[config.mk]
export PLATFORM = sky130hd
export DESIGN_NAME = bitmap_next_fit_allocator_unit
export DESIGN_NICKNAME = d
export VERILOG_FILES = /design/src/hw/rtl/bnfa_pkg.sv /design/src/hw/rtl/bitmap_next_fit_allocator_unit.sv
export VERILOG_INCLUDE_DIRS = /design/src /design/src/hw/rtl
export SDC_FILE = /design/constraint.sdc
export NUM_CORES = 2
export LEC_CHECK = 0
export ABC_AREA = 0
export BUFFER_PORTS_ARGS = -buffer_cell sky130_fd_sc_hd__buf_2
export CAP_MARGIN = 30
export CORE_ASPECT_RATIO = 0.6
export CORE_MARGIN = 5
export CORE_UTILIZATION = 43
export DETAILED_ROUTE_END_ITERATION = 6
export GPL_ROUTABILITY_DRIVEN = 0
export SYNTH_ARGS = -nofsm -noshare
export SYNTH_HDL_FRONTEND = slang
export SYNTH_SLANG_ARGS = --single-unit
[constraint.sdc]
create_clock -name aclk -period 11.8 [get_ports aclk]
set_input_delay 1.77 -clock aclk [delete_from_list [all_inputs] [get_ports aclk]]
set_output_delay 1.77 -clock aclk [all_outputs]
set_load 0.01 [all_outputs]
[src/hw/rtl/bitmap_next_fit_allocator_unit_assert.svh]
// Assertion macros for the bitmap next-fit allocator.
// Included by bitmap_next_fit_allocator_unit.sv; expects aclk and aresetn in scope.
`ifndef BITMAP_NEXT_FIT_ALLOCATOR_UNIT_ASSERT_SVH
`define BITMAP_NEXT_FIT_ALLOCATOR_UNIT_ASSERT_SVH

// same-cycle implication
`define BNFA_ASSERT_NOW(lbl, ante, cons, msg) \
    lbl: assert property (@(posedge aclk) disable iff (!aresetn) (ante) |-> (cons)) \
        else $error(msg);

// next-cycle implication
`define BNFA_ASSERT_NXT(lbl, ante, cons, msg) \
    lbl: assert property (@(posedge aclk) disable iff (!aresetn) (ante) |=> (cons)) \
        else $error(msg);

`endif

[src/hw/rtl/bnfa_pkg.sv]
// Shared constants and beat types of the bitmap next-fit allocator.
// No dependencies.
package bnfa_pkg;

    localparam int MAP_UNITS_DEF = 1024;
    localparam int WORD_W        = 32;
    localparam int WORD_LOG      = 5;
    localparam int SIZE_W        = 11;
    localparam int OFFS_W        = 10;

    localparam logic OP_ALLOC = 1'b0;
    localparam logic OP_FREE  = 1'b1;

    typedef struct packed {
        logic              operation;
        logic [SIZE_W-1:0] request_size;
        logic [OFFS_W-1:0] free_offset;
    } req_beat_t;

    typedef struct packed {
        logic              success;
        logic [OFFS_W-1:0] alloc_offset;
    } rsp_beat_t;

endpackage

[src/hw/rtl/bitmap_next_fit_allocator_unit.sv]
// Bitmap next-fit allocator: occupancy map in a word memory, scan and mark sequencer.
// Depends on bnfa_pkg and bitmap_next_fit_allocator_unit_assert.svh.
//
// Usage: one request beat on s_valid/s_ready (allocate or free a run of units),
// one response beat on m_valid/m_ready per request (success, first allocated unit).
// The map is kept as 32-bit rows in a single-port-write, registered-read memory;
// a per-row valid bit makes every row read as free after reset, so no clearing
// pass is needed and the unit is ready as soon as reset is released.
// An allocate scans from the next-fit pointer: each row is read (ST_SC_RD), then
// examined (ST_SC_EX), with a further examine step for each extra used/free
// segment inside the row, bounded by the priority-encoder step that finds the
// next used unit. Marking or freeing is a read (ST_WR_RD) and a write-back
// (ST_WR_EX) per touched row. A fragmented map needs more steps than an empty one.
// s_ready is high only while idle; one request is in flight at a time, and it may
// be accepted while the previous response still waits. When m_ready is low the
// response register holds and the next finished result waits in the sequencer.
// Reset (aresetn low, synchronous) frees every unit and zeroes the pointer.
module bitmap_next_fit_allocator_unit #(
    parameter int MAP_UNITS = bnfa_pkg::MAP_UNITS_DEF
) (
    input  logic                aclk,
    input  logic                aresetn,
    input  logic                s_valid,
    output logic                s_ready,
    input  bnfa_pkg::req_beat_t s_beat,
    output logic                m_valid,
    input  logic                m_ready,
    output bnfa_pkg::rsp_beat_t m_beat
);

`include "bitmap_next_fit_allocator_unit_assert.svh"

    localparam int IDX_W = (MAP_UNITS > 1) ? $clog2(MAP_UNITS) : 1;
    localparam int CNT_W = IDX_W + 1;
    localparam int CMP_W = ((CNT_W > bnfa_pkg::SIZE_W) ? CNT_W : bnfa_pkg::SIZE_W) + 1;
    localparam int WW    = bnfa_pkg::WORD_W;
    localparam int WL    = bnfa_pkg::WORD_LOG;
    localparam int ROWS  = (MAP_UNITS + WW - 1) / WW;
    localparam int ROW_W = (ROWS > 1) ? $clog2(ROWS) : 1;
    localparam int TZ_W  = WL + 1;

    localparam logic [CMP_W-1:0] N_C    = CMP_W'(MAP_UNITS);
    localparam logic [CMP_W-1:0] ONE_C  = CMP_W'(1);
    localparam logic [CMP_W-1:0] WORD_C = CMP_W'(WW);

    localparam logic [2:0] ST_IDLE   = 3'd0;
    localparam logic [2:0] ST_SC_RD  = 3'd1;
    localparam logic [2:0] ST_SC_EX  = 3'd2;
    localparam logic [2:0] ST_FB     = 3'd3;
    localparam logic [2:0] ST_WR_RD  = 3'd4;
    localparam logic [2:0] ST_WR_EX  = 3'd5;
    localparam logic [2:0] ST_RESULT = 3'd6;

    function automatic logic [ROW_W-1:0] row_of(input logic [CMP_W-1:0] x);
        row_of = ROW_W'(x >> WL);
    endfunction

    function automatic logic [TZ_W-1:0] tz_count(input logic [WW-1:0] v);
        logic [TZ_W-1:0] r;
        r = TZ_W'(WW);
        for (int i = WW - 1; i >= 0; i--) begin
            if (v[i]) begin
                r = TZ_W'(i);
            end
        end
        return r;
    endfunction

    logic [2:0]                state_reg, state_next;
    logic [CMP_W-1:0]          p_reg, p_next;
    logic [CMP_W-1:0]          lim_reg, lim_next;
    logic [CMP_W-1:0]          start_reg, start_next;
    logic [CMP_W-1:0]          run_reg, run_next;
    logic [CMP_W-1:0]          lead_reg, lead_next;
    logic                      lead_vld_reg, lead_vld_next;
    logic [CMP_W-1:0]          size_reg, size_next;
    logic [CMP_W-1:0]          q_reg, q_next;
    logic [CMP_W-1:0]          qend_reg, qend_next;
    logic                      set_reg, set_next;
    logic                      ok_reg, ok_next;
    logic [bnfa_pkg::OFFS_W-1:0] off_reg, off_next;
    logic [IDX_W-1:0]          ptr_reg, ptr_next;
    logic                      m_valid_reg, m_valid_next;
    bnfa_pkg::rsp_beat_t       m_beat_reg, m_beat_next;

    logic [WW-1:0]             mem [ROWS];
    logic [ROWS-1:0]           row_vld_reg;
    logic [WW-1:0]             rd_data_reg;
    logic                      rd_vld_reg;
    logic [ROW_W-1:0]          rd_addr;
    logic                      we;

    logic [WW-1:0]             word;
    logic [WL-1:0]             bit_sel;
    logic [2*WW-1:0]           shifted;
    logic [TZ_W-1:0]           tz;
    logic [CMP_W-1:0]          tz_c, room, rem, z, sum, adv;
    logic                      one_hit, hit;
    logic [CMP_W-1:0]          mark_base, mark_end, free_end;
    logic                      fb_fit;

    logic [CMP_W-1:0]          row_base, span, hi;
    logic [WL-1:0]             lo;
    logic [WW-1:0]             wr_mask, wr_word;

    assign s_ready = (state_reg == ST_IDLE);
    assign m_valid = m_valid_reg;
    assign m_beat  = m_beat_reg;

    assign rd_addr = (state_reg == ST_WR_RD || state_reg == ST_WR_EX) ? row_of(q_reg)
                                                                      : row_of(p_reg);
    assign word    = rd_vld_reg ? rd_data_reg : '0;

    // scan step: free units from the current position up to the next used unit
    assign bit_sel = WL'(p_reg);
    assign shifted = {{WW{1'b1}}, word} >> bit_sel;
    assign tz      = tz_count(shifted[WW-1:0]);
    assign tz_c    = CMP_W'(tz);
    assign room    = WORD_C - CMP_W'(bit_sel);
    assign rem     = lim_reg - p_reg;
    assign z       = (tz_c < rem) ? tz_c : rem;
    assign one_hit = (tz_c < rem) && (tz_c < room);
    assign sum     = run_reg + z;
    assign hit     = (sum >= size_reg);

    assign mark_base = ((state_reg == ST_FB) ? start_reg : p_reg) - run_reg;
    assign mark_end  = mark_base + size_reg;
    assign fb_fit    = lead_vld_reg && ((lead_reg + run_reg) >= size_reg);
    assign free_end  = CMP_W'(s_beat.free_offset) + CMP_W'(s_beat.request_size);

    // row read-modify-write
    assign row_base = q_reg & ~CMP_W'(WW - 1);
    assign lo       = WL'(q_reg);
    assign span     = qend_reg - row_base;
    assign hi       = (span < WORD_C) ? span : WORD_C;
    assign wr_mask  = ~({WW{1'b1}} << hi) & ({WW{1'b1}} << lo);
    assign wr_word  = set_reg ? (word | wr_mask) : (word & ~wr_mask);

    always_comb begin
        state_next    = state_reg;
        p_next        = p_reg;
        lim_next      = lim_reg;
        start_next    = start_reg;
        run_next      = run_reg;
        lead_next     = lead_reg;
        lead_vld_next = lead_vld_reg;
        size_next     = size_reg;
        q_next        = q_reg;
        qend_next     = qend_reg;
        set_next      = set_reg;
        ok_next       = ok_reg;
        off_next      = off_reg;
        ptr_next      = ptr_reg;
        m_valid_next  = m_valid_reg && !m_ready;
        m_beat_next   = m_beat_reg;
        adv           = p_reg;
        we            = 1'b0;
        case (state_reg)
            ST_IDLE: begin
                if (s_valid) begin
                    size_next = CMP_W'(s_beat.request_size);
                    ok_next   = 1'b0;
                    off_next  = '0;
                    if (s_beat.request_size == '0) begin
                        state_next = ST_RESULT;
                    end else if (s_beat.operation == bnfa_pkg::OP_ALLOC) begin
                        p_next        = CMP_W'(ptr_reg);
                        start_next    = CMP_W'(ptr_reg);
                        lim_next      = N_C;
                        run_next      = '0;
                        lead_vld_next = 1'b0;
                        state_next    = ST_SC_RD;
                    end else begin
                        ok_next    = 1'b1;
                        set_next   = 1'b0;
                        q_next     = CMP_W'(s_beat.free_offset);
                        qend_next  = (free_end < N_C) ? free_end : N_C;
                        state_next = (CMP_W'(s_beat.free_offset) < N_C) ? ST_WR_RD : ST_RESULT;
                    end
                end
            end
            ST_SC_RD: begin
                state_next = ST_SC_EX;
            end
            ST_SC_EX: begin
                if (hit) begin
                    ptr_next   = (mark_end == N_C) ? '0 : IDX_W'(mark_end);
                    q_next     = mark_base;
                    qend_next  = mark_end;
                    set_next   = 1'b1;
                    ok_next    = 1'b1;
                    off_next   = bnfa_pkg::OFFS_W'(mark_base);
                    state_next = ST_WR_RD;
                end else begin
                    if (one_hit) begin
                        if (!lead_vld_reg) begin
                            lead_next     = sum;
                            lead_vld_next = 1'b1;
                        end
                        run_next = '0;
                        adv      = p_reg + z + ONE_C;
                    end else begin
                        run_next = sum;
                        adv      = p_reg + z;
                    end
                    if (adv == lim_reg) begin
                        if (lim_reg == N_C) begin
                            if (!lead_vld_next) begin
                                lead_next     = run_next;
                                lead_vld_next = 1'b1;
                            end
                            run_next   = '0;
                            p_next     = '0;
                            lim_next   = start_reg;
                            state_next = (start_reg == '0) ? ST_FB : ST_SC_RD;
                        end else begin
                            p_next     = adv;
                            state_next = ST_FB;
                        end
                    end else begin
                        p_next     = adv;
                        state_next = (row_of(adv) != row_of(p_reg)) ? ST_SC_RD : ST_SC_EX;
                    end
                end
            end
            ST_FB: begin
                if (fb_fit) begin
                    ptr_next   = (mark_end == N_C) ? '0 : IDX_W'(mark_end);
                    q_next     = mark_base;
                    qend_next  = mark_end;
                    set_next   = 1'b1;
                    ok_next    = 1'b1;
                    off_next   = bnfa_pkg::OFFS_W'(mark_base);
                    state_next = ST_WR_RD;
                end else begin
                    ok_next    = 1'b0;
                    off_next   = '0;
                    state_next = ST_RESULT;
                end
            end
            ST_WR_RD: begin
                state_next = ST_WR_EX;
            end
            ST_WR_EX: begin
                we         = 1'b1;
                q_next     = row_base + WORD_C;
                state_next = ((row_base + WORD_C) >= qend_reg) ? ST_RESULT : ST_WR_RD;
            end
            ST_RESULT: begin
                if (!m_valid_reg || m_ready) begin
                    m_valid_next             = 1'b1;
                    m_beat_next.success      = ok_reg;
                    m_beat_next.alloc_offset = off_reg;
                    state_next               = ST_IDLE;
                end
            end
            default: begin
                state_next = ST_IDLE;
            end
        endcase
    end

    always_ff @(posedge aclk) begin
        if (!aresetn) begin
            state_reg   <= ST_IDLE;
            m_valid_reg <= 1'b0;
            ptr_reg     <= '0;
            row_vld_reg <= '0;
        end else begin
            state_reg   <= state_next;
            m_valid_reg <= m_valid_next;
            ptr_reg     <= ptr_next;
            if (we) begin
                row_vld_reg[row_of(q_reg)] <= 1'b1;
            end
        end
    end

    always_ff @(posedge aclk) begin
        p_reg        <= p_next;
        lim_reg      <= lim_next;
        start_reg    <= start_next;
        run_reg      <= run_next;
        lead_reg     <= lead_next;
        lead_vld_reg <= lead_vld_next;
        size_reg     <= size_next;
        q_reg        <= q_next;
        qend_reg     <= qend_next;
        set_reg      <= set_next;
        ok_reg       <= ok_next;
        off_reg      <= off_next;
        m_beat_reg   <= m_beat_next;
    end

    always_ff @(posedge aclk) begin
        if (we) begin
            mem[row_of(q_reg)] <= wr_word;
        end
        rd_data_reg <= mem[rd_addr];
        rd_vld_reg  <= row_vld_reg[rd_addr];
    end

    `BNFA_ASSERT_NXT(a_busy_after_accept, s_valid && s_ready, !s_ready, "unit still ready after accepting a beat")
    `BNFA_ASSERT_NOW(a_scan_bounds, state_reg == ST_SC_RD || state_reg == ST_SC_EX, (p_reg < lim_reg) && (run_reg < size_reg), "scan position or run out of bounds")
    `BNFA_ASSERT_NOW(a_write_span, state_reg == ST_WR_RD, (q_reg < qend_reg) && (qend_reg <= N_C), "empty or oversized write span")
    `BNFA_ASSERT_NOW(a_ptr_range, 1'b1, CMP_W'(ptr_reg) < N_C, "next-fit pointer past end of map")
    `BNFA_ASSERT_NXT(a_result_loaded, state_reg == ST_RESULT && (!m_valid_reg || m_ready), m_valid && s_ready, "finished result not presented")

endmodule

==> impl_metrics.tcl <==
set metrics [dict create \
    status "finished, final reports clean" \
    synth_seq_cells 1219 \
    avgSynthCellArea_um2 15.2 \
    io_buffers 38 \
    cts.sinks 1219 \
    synth-main-ff-cell "edfxtp_1" \
    vdd_ir_drop_max_mv 0.140 \
    syn_area_um2 54600 \
    die-area_um2 134000 \
    grt_max_degree 123 \
    cts_hold_buffers 0 \
    maxCapViolCount 0 \
    worstHoldStart "off_reg[5]$_DFFE_PP_" \
    ios 39 \
    grt_pass1_vias 31400 \
    slew_violations 0 \
    cts_setup_buffers 0 \
    hold_violations 0 \
    htreeDepth 3 \
    largest_reg_flops 1024 \
    layout_commonest_cell "edfxtp_1" \
    cts_resized 0 \
    yosysWarnings 0 \
    antenna_found_initial 8 \
    synth_cells 3605 \
    initial_core_util 0.432 \
    netSwitchingPower_uw 4660 \
    power_frac_seq 0.407 \
    rr_endpoint "lead_reg[0]$_DFFE_PP_" \
    crit_top_cell "o21ai_0" \
    crit_path_end_kind "flip-flop" \
    max-slew-margin-rel 0.152 \
    setup_viol 0 \
    hold_depth 0 \
    placed_area_um2 57600 \
    cp_max_fo 32 \
    fp.dieH_um 286 \
    pwr-share-comb 0.328 \
    via_count 32900 \
    critPathTopFamily "compound AO/OA/AOI/OAI gates" \
    fin_skew_ns 0.0351 \
    cts_tree "yes" \
    worst_hold_path_type "flip-flop to flip-flop" \
    rsz0062_at_grt "no" \
    fmaxAchievable_mhz 92.8 \
    min_period_ns 10.77 \
    core_area_um2 126000 \
    wl_per_cell_um 28.1 \
    cp.arrival_ns 11.23 \
    min_to "m_beat[5]$_DFFE_PP_" \
    tightest_slew_ns 1.26 \
    worst-setup-path-type "flip-flop to flip-flop" \
    required_ns 12.26 \
    cts_inserted_buffers 105 \
    drt-total-wl_um 154000 \
    rows 101 \
    timing.final.crit_share 0.913 \
    groute.usage.overall 0.225 \
    clock-root-buffer "clkbuf_16" \
    drcViolationCount 0 \
    clk_pin_slew_ns 0.07 \
    drtPass1Iterations 6 \
    drt_iter0_markers 4560 \
    r2r-start "p_reg[0]$_DFFE_PP_" \
    grt_pass1_wl_um 222000 \
    ys_types 98 \
    powerDensity_nw_per_um2 220 \
    ys_seq_area_frac 0.656 \
    rr_worst_depth 39 \
    rrSetupSlack_ns 1.03 \
    stdcell_area_um2 61200 \
    critPathLaunchType "flip-flop" \
    num-fill-cells 10700 \
    synth_edf_count 1140 \
    cp_num_buf_inv 1 \
    nNetsFinal 3844 \
    clockBufferDepth 3 \
    clk_latency_ns 0.73 \
    stdcell_count 5477 \
    hpwlAfterDp_um 93100 \
    cpPeakStageDelay_ns 0.59 \
    finalSetupTns_ns 0 \
    drive_gt1_frac 0.191 \
    syn_to_final_growth_pct 12.1 \
    postRouteAntennaNets 0 \
    power.leakage_uw 0.0211 \
    synthArstFlopShare 0 \
    grt_overflow 0 \
    final_cell_mix "1140 x edfxtp_1, 443 x nand2_1, 271 x mux4_2, 218 x nand3_1, 127 x ha_1" \
    dpl.cell_count 5272 \
    crit_slowest_cell "nor4_4" \
    intPower_uw 8830 \
    clock_power_share 0.265 \
    swShare 0.346 \
    vias_per_cell 6.01 \
    die_w_um 470 \
    crit_start "p_reg[0]$_DFFE_PP_" \
]
[synthesized netlist by cell type, types with 20 or more instances]
cell type	n	area share
o22ai_1	20	0.0023
nand2b_1	20	0.0023
edfxtp_1	1140	0.63
nor3_1	27	0.0025
o21bai_1	21	0.0029
and3_1	20	0.0023
clkbuf_1	119	0.0082
mux4_2	271	0.11
buf_1	48	0.0033
dfxtp_1	79	0.029
xnor2_1	63	0.010
o21ai_0	125	0.011
a21oi_1	95	0.0087
nand3_1	218	0.020
nor2b_1	29	0.0033
mux2i_1	53	0.0097
nor2_1	148	0.010
inv_1	115	0.0079
nand2_1	443	0.030
xor2_1	39	0.0063
ha_1	127	0.029
a21o_1	49	0.0067
o21a_1	49	0.0067
[how the worst max path moves through the flow]
stage | slack [ns] | end | cells past startpoint
after CTS | 1.29 | lead_reg[0]$_DFFE_PP_ | 39
after global placement | 1.38 | lead_reg[0]$_DFFE_PP_ | 39
after detailed placement | 1.36 | lead_reg[0]$_DFFE_PP_ | 39
after global routing | 0.40 | lead_reg[0]$_DFFE_PP_ | 38
after floorplan | 2.19 | ptr_reg[0]$_SDFFE_PN0P_ | 40
final | 1.03 | lead_reg[0]$_DFFE_PP_ | 39
[per-layer routing]
layer | vias up | part of all wire | global-route usage
met5 | - | 0.0011 | 0.00924
met4 | 2 | 0.017 | 0.0423
met3 | 200 | 0.14 | 0.0853
met2 | 1794 | 0.39 | 0.293
met1 | 16800 | 0.45 | 0.354
li1 | 14100 | - | -
[kinds of logic (layout without fill, tap and decap cells)]
family	after synthesis	after routing	share of synthesized area
xor+xnor	102	102	0.0164
simple gates	978	978	0.0809
buf+inv	304	461	0.0226
compound gates	513	513	0.0638
fa+ha+maj	135	135	0.0320
mux	353	353	0.128
flops	1219	1219	0.656
other cells	1	17	0.0000687
[power groups by stage]
stage / combinational, uW / sequential, uW / clock, uW
floorplan: 2980 / 5410 / 0
global placement: 4250 / 5570 / 0
detailed placement: 4300 / 5560 / 0
CTS: 4330 / 5470 / 3640
global route: 4760 / 5490 / 3840
finish: 4420 / 5490 / 3580
[final cells by class]
type | count | area [um2] | share of cell area
timing repair buffer | 148 | 1210 | 0.0198
sequential | 1219 | 35800 | 0.585
multi-input combinational | 2091 | 18100 | 0.295
clock buffer | 140 | 2890 | 0.0473
tap | 1699 | 2130 | 0.0347
antenna | 7 | 17.5 | 0.000286
clock inverter | 55 | 628 | 0.0103
inverter | 118 | 443 | 0.00724
[metrics by stage]
step | hold WS, ns | util | setup WS [ns] | power, uW
after CTS | 0.424 | 0.484 | 1.29 | 13400
after global routing | 0.431 | 0.484 | 0.397 | 14100
after detailed placement | 0.407 | 0.456 | 1.36 | 9860
after floorplan | 0.400 | - | 2.19 | 8390
after global placement | 0.404 | 0.454 | 1.38 | 9820
final | 0.424 | 0.484 | 1.03 | 13500
Power figures use the tool's default switching activity.
